**src/hdl/button_click_hold_classifier_assert.svh**
```systemverilog
// Assertion macros for the button classifier RTL.
// Used by hdl/button_click_hold_classifier.sv; needs clk_i and rst_ni in scope.
`ifndef BUTTON_CLICK_HOLD_CLASSIFIER_ASSERT_SVH
`define BUTTON_CLICK_HOLD_CLASSIFIER_ASSERT_SVH

`ifndef SYNTHESIS
// Checked while the block is out of reset.
`define BCC_ASSERT(label, prop, msg) \
  label: assert property (@(posedge clk_i) disable iff (!rst_ni) prop) else $error(msg);
// Checked on every clock edge, reset included.
`define BCC_ASSERT_ALWAYS(label, prop, msg) \
  label: assert property (@(posedge clk_i) prop) else $error(msg);
`else
`define BCC_ASSERT(label, prop, msg)
`define BCC_ASSERT_ALWAYS(label, prop, msg)
`endif

`endif

```
**src/hdl/bcc_pkg.sv**
```systemverilog
// Shared types and constants of the button click / hold classifier.
// No dependencies; imported by bcc_regs and button_click_hold_classifier.
package bcc_pkg;

  localparam int unsigned TimeW = 32;
  localparam int unsigned CfgW  = 16;
  localparam int unsigned EvW   = 3;
  localparam int unsigned AddrW = 4;
  localparam int unsigned DataW = 32;

  typedef enum logic [EvW-1:0] {
    EV_NONE      = 3'd0,
    EV_CLICK     = 3'd1,
    EV_DOUBLE    = 3'd2,
    EV_HOLD      = 3'd3,
    EV_LONG_HOLD = 3'd4
  } bcc_event_e;

  typedef enum logic [1:0] {
    REG_DEBOUNCE  = 2'd0,
    REG_DBL_GAP   = 2'd1,
    REG_HOLD      = 2'd2,
    REG_LONG_HOLD = 2'd3
  } bcc_reg_e;

  localparam logic [CfgW-1:0] DebounceRst  = 16'd20;
  localparam logic [CfgW-1:0] DblGapRst    = 16'd250;
  localparam logic [CfgW-1:0] HoldRst      = 16'd1000;
  localparam logic [CfgW-1:0] LongHoldRst  = 16'd3000;

  typedef struct packed {
    logic [CfgW-1:0] debounce_ms;
    logic [CfgW-1:0] double_click_gap_ms;
    logic [CfgW-1:0] hold_ms;
    logic [CfgW-1:0] long_hold_ms;
  } bcc_cfg_t;

endpackage

```
**src/hdl/bcc_regs.sv**
```systemverilog
// APB-style register file holding the four timing thresholds.
// Depends on bcc_pkg for the register map and the configuration struct.
module bcc_regs import bcc_pkg::*; (
  input  logic             clk_i,
  input  logic             rst_ni,
  input  logic             psel,
  input  logic             penable,
  input  logic             pwrite,
  input  logic [AddrW-1:0] paddr,
  input  logic [DataW-1:0] pwdata,
  output logic [DataW-1:0] prdata,
  output logic             pready,
  output bcc_cfg_t         cfg_o
);

  bcc_cfg_t cfg_q, cfg_d;
  logic     wr_en;
  bcc_reg_e idx;

  assign pready = 1'b1;
  assign wr_en  = psel & penable & pwrite;
  assign idx    = bcc_reg_e'(paddr[AddrW-1:2]);

  always_comb begin
    cfg_d = cfg_q;
    if (wr_en) begin
      case (idx)
        REG_DEBOUNCE:  cfg_d.debounce_ms         = pwdata[CfgW-1:0];
        REG_DBL_GAP:   cfg_d.double_click_gap_ms = pwdata[CfgW-1:0];
        REG_HOLD:      cfg_d.hold_ms             = pwdata[CfgW-1:0];
        REG_LONG_HOLD: cfg_d.long_hold_ms        = pwdata[CfgW-1:0];
        default:       cfg_d = cfg_q;
      endcase
    end
  end

  always_comb begin
    case (idx)
      REG_DEBOUNCE:  prdata = DataW'(cfg_q.debounce_ms);
      REG_DBL_GAP:   prdata = DataW'(cfg_q.double_click_gap_ms);
      REG_HOLD:      prdata = DataW'(cfg_q.hold_ms);
      REG_LONG_HOLD: prdata = DataW'(cfg_q.long_hold_ms);
      default:       prdata = '0;
    endcase
  end

  always_ff @(posedge clk_i or negedge rst_ni) begin
    if (!rst_ni) begin
      cfg_q.debounce_ms         <= DebounceRst;
      cfg_q.double_click_gap_ms <= DblGapRst;
      cfg_q.hold_ms             <= HoldRst;
      cfg_q.long_hold_ms        <= LongHoldRst;
    end else begin
      cfg_q <= cfg_d;
    end
  end

  assign cfg_o = cfg_q;

endmodule

```
**src/hdl/button_click_hold_classifier.sv**
```systemverilog
// Top level of the button click / double click / hold classifier.
// Depends on bcc_pkg, bcc_regs and button_click_hold_classifier_assert.svh.
//
// Channel   Direction  Handshake                 Word
// in        input      in_valid_i / in_ready_o   pin_level_i, now_ms_i
// out       output     out_valid_o / out_ready_i event_code_o, shutting_down_o
// cfg       input      APB psel/penable/pwrite   paddr (4 bits), pwdata/prdata (32 bits)
//
// One word is accepted per clock cycle when the output side keeps up. Each
// poll is accepted into the input register; once the result register is
// free, the poll is classified and its result is registered there to leave.
// The rate is set by the single classification step between those two
// registers, which updates the button state once per word.
// Reset (rst_ni low, asynchronous) clears both stages and restores the
// thresholds to 20, 250, 1000 and 3000 ms. When out_ready_i is low the
// result register holds its word, the input register fills, and in_ready_o
// drops only once both are occupied.
`include "button_click_hold_classifier_assert.svh"

module button_click_hold_classifier import bcc_pkg::*; (
  input  logic             clk_i,
  input  logic             rst_ni,
  // poll input
  input  logic             in_valid_i,
  output logic             in_ready_o,
  input  logic             pin_level_i,
  input  logic [TimeW-1:0] now_ms_i,
  // event output
  output logic             out_valid_o,
  input  logic             out_ready_i,
  output logic [EvW-1:0]   event_code_o,
  output logic             shutting_down_o,
  // configuration port
  input  logic             psel,
  input  logic             penable,
  input  logic             pwrite,
  input  logic [AddrW-1:0] paddr,
  input  logic [DataW-1:0] pwdata,
  output logic [DataW-1:0] prdata,
  output logic             pready
);

  bcc_cfg_t cfg;

  bcc_regs u_regs (
    .clk_i   (clk_i),
    .rst_ni  (rst_ni),
    .psel    (psel),
    .penable (penable),
    .pwrite  (pwrite),
    .paddr   (paddr),
    .pwdata  (pwdata),
    .prdata  (prdata),
    .pready  (pready),
    .cfg_o   (cfg)
  );

  // Stage one: the accepted poll waits here until the result register is free.
  logic             s1_valid_q, s1_valid_d;
  logic             s1_level_q;
  logic [TimeW-1:0] s1_now_q;
  logic             s1_adv;
  logic             in_acc;

  // Stage two: the result register. The button state below always reflects
  // the poll whose result sits here (or the last one delivered).
  logic             out_valid_q, out_valid_d;
  bcc_event_e       ev_q, ev_d;
  logic             shut_q, shut_d;

  logic             last_level_q, last_level_d;
  logic [TimeW-1:0] press_time_q, press_time_d;
  logic [TimeW-1:0] release_time_q, release_time_d;
  logic             ignore_release_q, ignore_release_d;
  logic             single_allowed_q, single_allowed_d;
  logic             hold_reported_q, hold_reported_d;
  logic             long_reported_q, long_reported_d;
  logic             dbl_on_release_q, dbl_on_release_d;
  logic             dbl_waiting_q, dbl_waiting_d;

  logic [TimeW-1:0] since_rel, since_prs, since_rel2, since_prs2;
  logic [TimeW-1:0] debounce, gap, hold_thr, long_thr;
  logic             press_acc, rel_acc, rel_taken;

  // The stage one word moves on when the result register is empty or drained.
  assign s1_adv     = s1_valid_q & (~out_valid_q | out_ready_i);
  assign in_ready_o = ~s1_valid_q | s1_adv;
  assign in_acc     = in_valid_i & in_ready_o;

  assign s1_valid_d  = in_acc | (s1_valid_q & ~s1_adv);
  assign out_valid_d = s1_adv | (out_valid_q & ~out_ready_i);

  assign debounce = TimeW'(cfg.debounce_ms);
  assign gap      = TimeW'(cfg.double_click_gap_ms);
  assign hold_thr = TimeW'(cfg.hold_ms);
  assign long_thr = TimeW'(cfg.long_hold_ms);

  // Elapsed times wrap naturally in 32-bit arithmetic.
  assign since_rel = s1_now_q - release_time_q;
  assign since_prs = s1_now_q - press_time_q;

  // A press edge counts only if the last release is more than the debounce
  // time back, and likewise for a release edge against the last press.
  assign press_acc = ~s1_level_q & last_level_q & (since_rel > debounce);
  assign rel_acc   = s1_level_q & ~last_level_q & (since_prs > debounce);
  assign rel_taken = rel_acc & ~ignore_release_q;

  // After an accepted edge its own timestamp becomes the reference, so the
  // elapsed time restarts at zero without a second subtraction.
  assign since_rel2 = rel_taken ? '0 : since_rel;
  assign since_prs2 = press_acc ? '0 : since_prs;

  always_comb begin
    ev_d             = EV_NONE;
    last_level_d     = s1_level_q;
    press_time_d     = press_time_q;
    release_time_d   = release_time_q;
    ignore_release_d = ignore_release_q;
    single_allowed_d = single_allowed_q;
    hold_reported_d  = hold_reported_q;
    long_reported_d  = long_reported_q;
    dbl_on_release_d = dbl_on_release_q;
    dbl_waiting_d    = dbl_waiting_q;

    if (press_acc) begin
      press_time_d     = s1_now_q;
      ignore_release_d = 1'b0;
      single_allowed_d = 1'b1;
      hold_reported_d  = 1'b0;
      long_reported_d  = 1'b0;
      // A quick second press after a released first click arms a double click.
      dbl_on_release_d = (since_rel < gap) & ~dbl_on_release_q & dbl_waiting_q;
      dbl_waiting_d    = 1'b0;
    end else if (rel_taken) begin
      release_time_d = s1_now_q;
      if (!dbl_on_release_q) begin
        dbl_waiting_d = 1'b1;
      end else begin
        ev_d             = EV_DOUBLE;
        dbl_on_release_d = 1'b0;
        dbl_waiting_d    = 1'b0;
        single_allowed_d = 1'b0;
      end
    end

    // A single click is reported once the double-click window has closed.
    if (s1_level_q && (since_rel2 >= gap) && dbl_waiting_d && !dbl_on_release_d &&
        single_allowed_d && (ev_d != EV_DOUBLE)) begin
      ev_d          = EV_CLICK;
      dbl_waiting_d = 1'b0;
    end

    // Holds; the long hold wins when both thresholds pass in one poll.
    if (!s1_level_q && (since_prs2 >= hold_thr)) begin
      if (!hold_reported_d) begin
        ev_d             = EV_HOLD;
        ignore_release_d = 1'b1;
        dbl_on_release_d = 1'b0;
        dbl_waiting_d    = 1'b0;
        hold_reported_d  = 1'b1;
      end
      if ((since_prs2 >= long_thr) && !long_reported_d) begin
        ev_d            = EV_LONG_HOLD;
        long_reported_d = 1'b1;
      end
    end

    shut_d = ~s1_level_q & hold_reported_d;
  end

  always_ff @(posedge clk_i or negedge rst_ni) begin
    if (!rst_ni) begin
      s1_valid_q       <= 1'b0;
      out_valid_q      <= 1'b0;
      last_level_q     <= 1'b1;
      press_time_q     <= '0;
      release_time_q   <= '0;
      ignore_release_q <= 1'b0;
      single_allowed_q <= 1'b0;
      hold_reported_q  <= 1'b0;
      long_reported_q  <= 1'b0;
      dbl_on_release_q <= 1'b0;
      dbl_waiting_q    <= 1'b0;
    end else begin
      s1_valid_q  <= s1_valid_d;
      out_valid_q <= out_valid_d;
      if (s1_adv) begin
        last_level_q     <= last_level_d;
        press_time_q     <= press_time_d;
        release_time_q   <= release_time_d;
        ignore_release_q <= ignore_release_d;
        single_allowed_q <= single_allowed_d;
        hold_reported_q  <= hold_reported_d;
        long_reported_q  <= long_reported_d;
        dbl_on_release_q <= dbl_on_release_d;
        dbl_waiting_q    <= dbl_waiting_d;
      end
    end
  end

  // Payload registers carry no reset.
  always_ff @(posedge clk_i) begin
    if (in_acc) begin
      s1_level_q <= pin_level_i;
      s1_now_q   <= now_ms_i;
    end
    if (s1_adv) begin
      ev_q   <= ev_d;
      shut_q <= shut_d;
    end
  end

  assign out_valid_o     = out_valid_q;
  assign event_code_o    = ev_q;
  assign shutting_down_o = shut_q;

  // The shutdown flag must agree with the state left by the same poll.
  `BCC_ASSERT(a_shut_state, out_valid_q && shut_q |-> hold_reported_q && !last_level_q, "shutdown flag without a reported hold")
  // A hold report always blocks the click from the coming release.
  `BCC_ASSERT(a_hold_ignores, out_valid_q && (ev_q == EV_HOLD || ev_q == EV_LONG_HOLD) |-> hold_reported_q && ignore_release_q, "hold reported without release masking")
  // A long hold leaves its own flag set.
  `BCC_ASSERT(a_long_flag, out_valid_q && ev_q == EV_LONG_HOLD |-> long_reported_q, "long hold without its flag")
  // A double click consumes the pending single click.
  `BCC_ASSERT(a_double_clears, out_valid_q && ev_q == EV_DOUBLE |-> !single_allowed_q && !dbl_on_release_q && !dbl_waiting_q, "double click left click state armed")
  // Button state only changes when a word enters the result register.
  `BCC_ASSERT(a_state_hold, !$past(s1_adv) |-> $stable(press_time_q) && $stable(release_time_q), "button state changed without a poll")

endmodule
```
**config.mk**
```make
export PLATFORM = sky130hd
export DESIGN_NAME = button_click_hold_classifier
export DESIGN_NICKNAME = d
export VERILOG_FILES = /design/src/hdl/bcc_pkg.sv /design/src/hdl/bcc_regs.sv /design/src/hdl/button_click_hold_classifier.sv
export VERILOG_INCLUDE_DIRS = /design/src /design/src/hdl
export SDC_FILE = /design/constraint.sdc
export NUM_CORES = 1
export LEC_CHECK = 0
export BUFFER_PORTS_ARGS = -buffer_cell sky130_fd_sc_hd__buf_2
export CORE_MARGIN = 3
export CORE_UTILIZATION = 40
export CTS_CLUSTER_DIAMETER = 200
export DETAILED_ROUTE_END_ITERATION = 12
export PLACE_DENSITY_LB_ADDON = 0.2
export SETUP_SLACK_MARGIN = 0.15
export SYNTH_ARGS = -nofsm -noshare
export SYNTH_HDL_FRONTEND = slang
export SYNTH_SLANG_ARGS = --single-unit
```
**constraint.sdc**
```tcl
create_clock -name clk_i -period 6.4 [get_ports clk_i]
set_input_delay 0.64 -clock clk_i [delete_from_list [all_inputs] [get_ports clk_i]]
set_output_delay 0.64 -clock clk_i [all_outputs]
set_load 0.005 [all_outputs]
```
==> results.yml, run 1 <==
status:
  outcome: "finished clean"
worst_setup_path:
  critical_path.slowest_cell: "sky130_fd_sc_hd__edfxtp_1"
  worst_setup_path_start_kind: "register"
  worst_r2r_startpoint: "s1_now_q[8]"
  worst_path_largest_cell_delay_ns: 0.53
  crit_cells: 26
  crit_path_max_fanout: 12
  critical_path.top_delay_family: "compound AO/OA/AOI/OAI gates"
  r2r-end: "event_code_o[1]"
  path_common_cell: "sky130_fd_sc_hd__buf_4"
  worstPathArrival_ns: 6.38
  worstPathRequired_ns: 6.62
  path_class: "register to register"
  r2r.worst_path.cells: 26
  cp_num_buf_inv: 4
  crit_path_end_kind: "register"
  rrSetupSlack_ns: 0.23
sta:
  crit_share_post_route_pct: 96.3
  worst_slew_pin_slew_ns: 1.01
  setup_viol: 0
  grt_setup_unrepaired: "yes"
  fmax_mhz: 162
  post-route-min-period_ns: 6.17
  finalHoldViolations: 0
  finClkSkew_ns: 0.0179
  timing.max_slew.rel_slack_pct: 32.2
  tns_ns: 0
  report.final.slew_viol_count: 0
grt:
  grt_max_degree: 74
  grt_usage_pct: 20.6
  grt_first_pass_wirelength_mm: 59.3
  initial_antenna_violation_count: 0
  grt_remaining_overflow: 0
  via_count_of_the_first_global_routing_pass: 11132
power_and_ir_drop:
  power_leakage_nw: 7.46
  vdd_drop_max_v: 0.000257
  cellPowerDensity_mw_per_mm2: 492
  fin_total_pwr_w: 0.00812
clocking:
  htree_levels: 4
  clkSinkCount: 174
  clock_tree.root_cell: "sky130_fd_sc_hd__clkbuf_16"
  cts_tree: "done"
  clock_path_buffers: 2
  worst_skew_pair.late_latency_ns: 0.47
  clk_pin_slew_ns: 0.07
  cts_made_buffers: 17
final_layout:
  insertedDiodeCount: 0
  postLayoutCellArea_mm2: 0.0165
  final_core_util_pct: 49.0
  nFillCells: 3220
  final_nets: 1889
  layout_cell_share_with_drive_strength_beyond_1_pct: 26.1
  stdcell_count: 2115
  growth_of_design_area_from_synthesis_to_finish_pct: 19.9
die:
  fp.dieW_um: 192
  io_pins: 115
  core-area_mm2: 0.0337
  fp-row-count: 67
  die_h_um: 192
  start_util_pct: 40.9
  die-area_mm2: 0.0367
routing:
  routed-via-count: 11426
  dr_wl_cell_um: 17.8
  detail_route.first_pass.iterations: 5
  finalWirelength_mm: 37.6
  drt_iter0_drc: 705
  post_route_drc_violation_count: 0
  antenna_violating_nets_remaining: 0
  avgViaCountPerCell: 5.40
placed_design:
  io_buffer_count: 79
  placed_cell_area_mm2: 0.0152
  place_congestion: 0.929
  cell_count_after_placement: 2064
  post-dp-hpwl_mm: 29.2
synthesis:
  synth.area.top_cells: "sky130_fd_sc_hd__dfrtp_1 (21%), sky130_fd_sc_hd__ha_1 (14%), sky130_fd_sc_hd__edfxtp_1 (8.1%)"
  synth_enable_flop_cells: 37
  post_synth_num_cell_types: 85
  synth_ff_type: "sky130_fd_sc_hd__dfrtp_1"
  synthesis.instances: 1490
  synth.cell_area_mm2: 0.0138
  synth.largest_area_cell: "sky130_fd_sc_hd__dfrtp_1"
  post_synth_most_frequent_cells: "sky130_fd_sc_hd__ha_1 (157), sky130_fd_sc_hd__inv_1 (141), sky130_fd_sc_hd__nand2_1 (138)"
  synth.yosys.seq_area_share_pct: 33.2
  synth.ff_latch_count: 174
  warnings_synthesis: 0
  leading_cell_type_by_number_of_instances_after_synthesis: "sky130_fd_sc_hd__ha_1"
  synth_top_cell_area_share_pct: 20.9
  synthesis.area_per_instance_um2: 9.25
  share_of_synthesized_flip_flops_with_an_asynchronous_set_or_reset_pct: 78.7
worst_hold_path:
  holdCritPathClass: "input port to asynchronous set/reset pin"
run:
  maxCapViolCount: 0
## worst reg2reg max path, stage by stage, from the launching register on
cell and delay, ns:
sky130_fd_sc_hd__edfxtp_1 0.53, sky130_fd_sc_hd__ha_4 0.31, sky130_fd_sc_hd__a21oi_1 0.19, sky130_fd_sc_hd__o22ai_1 0.15, sky130_fd_sc_hd__a2111o_1 0.39, sky130_fd_sc_hd__o2111a_1 0.28
sky130_fd_sc_hd__nor2_2 0.13, sky130_fd_sc_hd__xnor2_2 0.18, sky130_fd_sc_hd__ha_1 0.32, sky130_fd_sc_hd__nand4_1 0.20, sky130_fd_sc_hd__nor4_2 0.08, sky130_fd_sc_hd__buf_4 0.16
sky130_fd_sc_hd__a2111oi_4 0.40, sky130_fd_sc_hd__nor4_4 0.08, sky130_fd_sc_hd__a31o_4 0.29, sky130_fd_sc_hd__buf_4 0.16, sky130_fd_sc_hd__buf_4 0.15, sky130_fd_sc_hd__buf_12 0.14
sky130_fd_sc_hd__and2_4 0.16, sky130_fd_sc_hd__ha_1 0.31, sky130_fd_sc_hd__a21o_1 0.18, sky130_fd_sc_hd__a21oi_1 0.15, sky130_fd_sc_hd__o211ai_1 0.11, sky130_fd_sc_hd__a31oi_2 0.29
sky130_fd_sc_hd__a21boi_2 0.26, sky130_fd_sc_hd__nor3b_2 0.08, sky130_fd_sc_hd__o21ba_4 0.23
## area by class of cell
class	instances	area, µm²	area share, %
clock buffer	23	489	2.96
clock inverter	9	71.3	0.432
inverter	142	533	3.23
multi-input combinational	1125	8970	54.3
sequential	174	4570	27.7
tap	448	561	3.39
timing repair buffer	194	1320	8.01
## layer usage
layer,vias to the layer above,GRT usage (%),part of all wire (%)
li1,5702,-,-
met4,0,4.12,1.9
met3,44,3.54,4.0
met1,5469,29.0,48
met5,-,0,0
met2,211,33.7,46
## stage by stage
stage	worst slack (ns)	hold WS (ns)
after floorplan	0.439	0.344
after global placement	-0.0889	0.468
after detailed placement	-0.213	0.476
after CTS	0.172	0.164
after global routing	-0.0136	0.195
final	0.234	0.148
## worst max-delay path by stage
stage | from | endpoint | slack (ns)
final | s1_now_q[8] | event_code_o[1] | 0.23
after detailed placement | s1_now_q[1] | event_code_o[0] | -0.21
after floorplan | s1_now_q[8] | event_code_o[0] | 0.44
after CTS | s1_now_q[0] | event_code_o[0] | 0.17
after global routing | s1_now_q[8] | event_code_o[0] | -0.01
after global placement | s1_now_q[0] | event_code_o[0] | -0.09
## cells by family (layout without fill, tap and decap cells)
group / Yosys count / count (layout) / share of synthesized area, %
AO/OA/AOI/OAI: 422 / 422 / 20.3
XOR/XNOR: 36 / 36 / 2.29
adder cells (fa/ha/maj): 159 / 159 / 14.6
buffers and inverters: 206 / 368 / 6.40
flip-flops: 174 / 174 / 33.2
multiplexers: 84 / 84 / 8.41
other: 2 / 17 / 0.0545
AND/OR/NAND/NOR: 407 / 407 / 14.9
## power breakdown
| part | leakage (nW) | switching (W) | internal, W | total, W |
|---|---|---|---|---|
| Clock | 0.273 | 0.000482 | 0.000547 | 0.00103 |
| Sequential | 1.97 | 0.000170 | 0.00146 | 0.00163 |
| Combinational | 5.21 | 0.00293 | 0.00254 | 0.00547 |
## state kept, by name, indices dropped and copies added (netlist names)
register,flops
long_reported_q,1
single_allowed_q,1
s1_now_q,32
hold_reported_q,1
press_time_q,32
u_regs.cfg_o,64
last_level_q,1
dbl_waiting_q,1
out_valid_o,1
s1_valid_q,1
shutting_down_o,1
event_code_o,3
last_level_d,1
release_time_q,32
ignore_release_q,1
dbl_on_release_q,1
## what timing repair did
| action | in CTS | in global routing |
|---|---|---|
| cloned | 0 | 1 |
| hold buffers | 0 | 0 |
| gates resized for setup | 31 | 83 |
| buffers inserted | 6 | 12 |
| endpoints found under the setup margin | 9 | 9 |
| pin swaps | 22 | 66 |
| hold endpoints to repair | 0 | 0 |
## placed cells by master (no fill, tap or decap), types with 17 or more instances in the layout
master and n:
sky130_fd_sc_hd__dfstp_2 22, sky130_fd_sc_hd__conb_1 17, sky130_fd_sc_hd__o21a_1 18, sky130_fd_sc_hd__clkbuf_16 19, sky130_fd_sc_hd__buf_2 78, sky130_fd_sc_hd__inv_1 138, sky130_fd_sc_hd__nor2_1 60, sky130_fd_sc_hd__nand4_1 24
sky130_fd_sc_hd__and2_1 38, sky130_fd_sc_hd__edfxtp_1 37, sky130_fd_sc_hd__dfrtp_1 115, sky130_fd_sc_hd__o21ai_0 111, sky130_fd_sc_hd__a21o_1 50, sky130_fd_sc_hd__a21oi_1 80, sky130_fd_sc_hd__nand3_1 20, sky130_fd_sc_hd__nor3_1 21
sky130_fd_sc_hd__buf_4 108, sky130_fd_sc_hd__mux2_2 53, sky130_fd_sc_hd__ha_1 146, sky130_fd_sc_hd__nand2_1 135
Power figures use the tool's default switching activity.
==> inputs of run 2 (changes only) <==
Settings changed: CAP_MARGIN set to 0, CORE_MARGIN 3 to 1, CORE_UTILIZATION 40 to 56.
==> results.yml, run 2 (same netlist as run 1, synthesis figures left out) <==
run:
  maxCapViolCount: 0
placed_design:
  post-dp-hpwl_mm: 27.6
  cell_count_after_placement: 1916
  placed_cell_area_mm2: 0.0149
  io_buffer_count: 79
  place_congestion: 0.895
power_and_ir_drop:
  internal-power_w: 0.00452
  power_leakage_nw: 7.41
  power.net_switching_w: 0.00361
  p_comb_share_pct: 66.8
  cellPowerDensity_mw_per_mm2: 501
  p_seq_share_pct: 20.0
  pwr-share-clk_pct: 13.2
  switching_share_pct: 44.4
  fin_total_pwr_w: 0.00814
  vdd_drop_max_v: 0.000226
worst_setup_path:
  rrSetupSlack_ns: 0.31
  worstPathArrival_ns: 6.41
  worst_path_largest_cell_delay_ns: 0.48
  crit_path_max_fanout: 4
  path_class: "register to register"
  worst_setup_path_start_kind: "register"
  path_common_cell: "sky130_fd_sc_hd__a21o_1"
  worstPathRequired_ns: 6.73
  critical_path.slowest_cell: "sky130_fd_sc_hd__edfxtp_1"
  crit_path_end_kind: "register"
routing:
  avgViaCountPerCell: 5.91
  antenna_violating_nets_remaining: 0
  drt_iter0_drc: 744
  post_route_drc_violation_count: 0
  dr_wl_cell_um: 18.5
  routed-via-count: 11689
  finalWirelength_mm: 36.5
  detail_route.first_pass.iterations: 5
clocking:
  htree_levels: 4
  clock_tree.root_cell: "sky130_fd_sc_hd__clkbuf_16"
  clkSinkCount: 174
  cts_tree: "done"
  clock_path_buffers: 2
  cts_made_buffers: 17
  clk_pin_slew_ns: 0.08
  worst_skew_pair.late_latency_ns: 0.45
die:
  fp-row-count: 57
  fp.dieW_um: 159
  start_util_pct: 56.8
  die_h_um: 159
  core-area_mm2: 0.0242
  io_pins: 115
  die-area_mm2: 0.0252
sta:
  timing.max_slew.rel_slack_pct: 35.6
  worst_slew_pin_slew_ns: 0.964
  finClkSkew_ns: 0.0153
  grt_setup_unrepaired: "yes"
  fmax_mhz: 164
  tns_ns: 0
  report.final.slew_viol_count: 0
  setup_viol: 0
  post-route-min-period_ns: 6.09
  finalHoldViolations: 0
  crit_share_post_route_pct: 95.1
final_layout:
  layout_cell_share_with_drive_strength_beyond_1_pct: 25.0
  insertedDiodeCount: 0
  growth_of_design_area_from_synthesis_to_finish_pct: 18.0
  most_frequent_standard_cell_in_the_layout_excluding_fill_and_tap_cells: "sky130_fd_sc_hd__ha_1"
  final_nets: 1875
  stdcell_count: 1977
  postLayoutCellArea_mm2: 0.0163
  nFillCells: 1907
  mostFrequentLayoutCells: "sky130_fd_sc_hd__ha_1 (141), sky130_fd_sc_hd__inv_1 (139), sky130_fd_sc_hd__nand2_1 (134)"
  largest_register_ffs: 64
grt:
  grt.met3_usage_pct: 4.81
  grt_remaining_overflow: 0
  gr-max-usage-layer: "met2"
  initial_antenna_violation_count: 0
  grt_use_met1_pct: 38.4
  grt_max_degree: 80
  via_count_of_the_first_global_routing_pass: 11307
  globalRouteMet2Util_pct: 47.3
  grt_usage_pct: 28.7
  grt_first_pass_wirelength_mm: 57.6
worst_hold_path:
  holdCritPathClass: "input port to asynchronous set/reset pin"
status:
  outcome: "finished clean"
==> run 2: power groups by stage <==
stage	clock network (W)	registers [W]	logic, W
floorplan	0	0.00158	0.00333
global placement	0	0.00163	0.00454
detailed placement	0	0.00164	0.00466
CTS	0.00109	0.00162	0.00490
global route	0.00113	0.00166	0.00597
finish	0.00107	0.00163	0.00544
==> run 2: stage by stage <==
step	utilization [%]	hold slack, ns	setup slack (ns)
after floorplan	-	0.344	0.439
after global placement	61.3	0.465	-0.0330
after detailed placement	61.3	0.475	-0.140
after CTS	64.5	0.248	0.154
after global routing	67.1	0.280	-0.0258
final	67.1	0.222	0.311
==> run 2: worst max-delay path: cells and delay by family, from the launching register on <==
kind / cells / cell delay [ns]
adder cells (fa/ha/maj): 3 / 0.82
AND/OR/NAND/NOR: 8 / 1.54
XOR/XNOR: 1 / 0.12
flip-flops: 1 / 0.48
AO/OA/AOI/OAI: 15 / 3.00
==> run 2: final timing paths <==
check                                       from  cells after the start            endpoint
max in group asynchronous                 rst_ni                      2  release_time_q[28]
worst max-delay path                 s1_now_q[8]                     27     event_code_o[0]
worst min register to register  press_time_q[14]                      1    press_time_q[14]
min in group clk_i                  now_ms_i[26]                      1        s1_now_q[26]
worst min-delay path                      rst_ni                      1    u_regs.cfg_o[20]
worst max register to register       s1_now_q[8]                     27     event_code_o[0]
==> run 2: final cells by class <==
type                    instances  area [µm²]  area share (%)
clock buffers                  18         429            2.64
clock inverters                14         178            1.09
inverters                     142         533            3.28
multi-input cells            1125        8940            55.0
flip-flops and latches        174        4570            28.1
well taps                     324         405            2.49
repair buffers                180        1210            7.44
==> run 2: per-layer routing <==
layer | up-vias | routed length (µm)
met4 | 0 | 947
li1 | 5670 | -
met3 | 62 | 1650
met1 | 5660 | 16600
met5 | - | 0
met2 | 297 | 17300
==> run 2: repair_timing <==
| item | in CTS | in global routing |
|---|---|---|
| cloned | 0 | 1 |
| setup buffers | 9 | 19 |
| hold endpoints to repair | 0 | 0 |
| setup endpoints to repair | 5 | 9 |
| pin swaps | 13 | 63 |
| resized for setup | 25 | 76 |
| hold buffers | 0 | 0 |
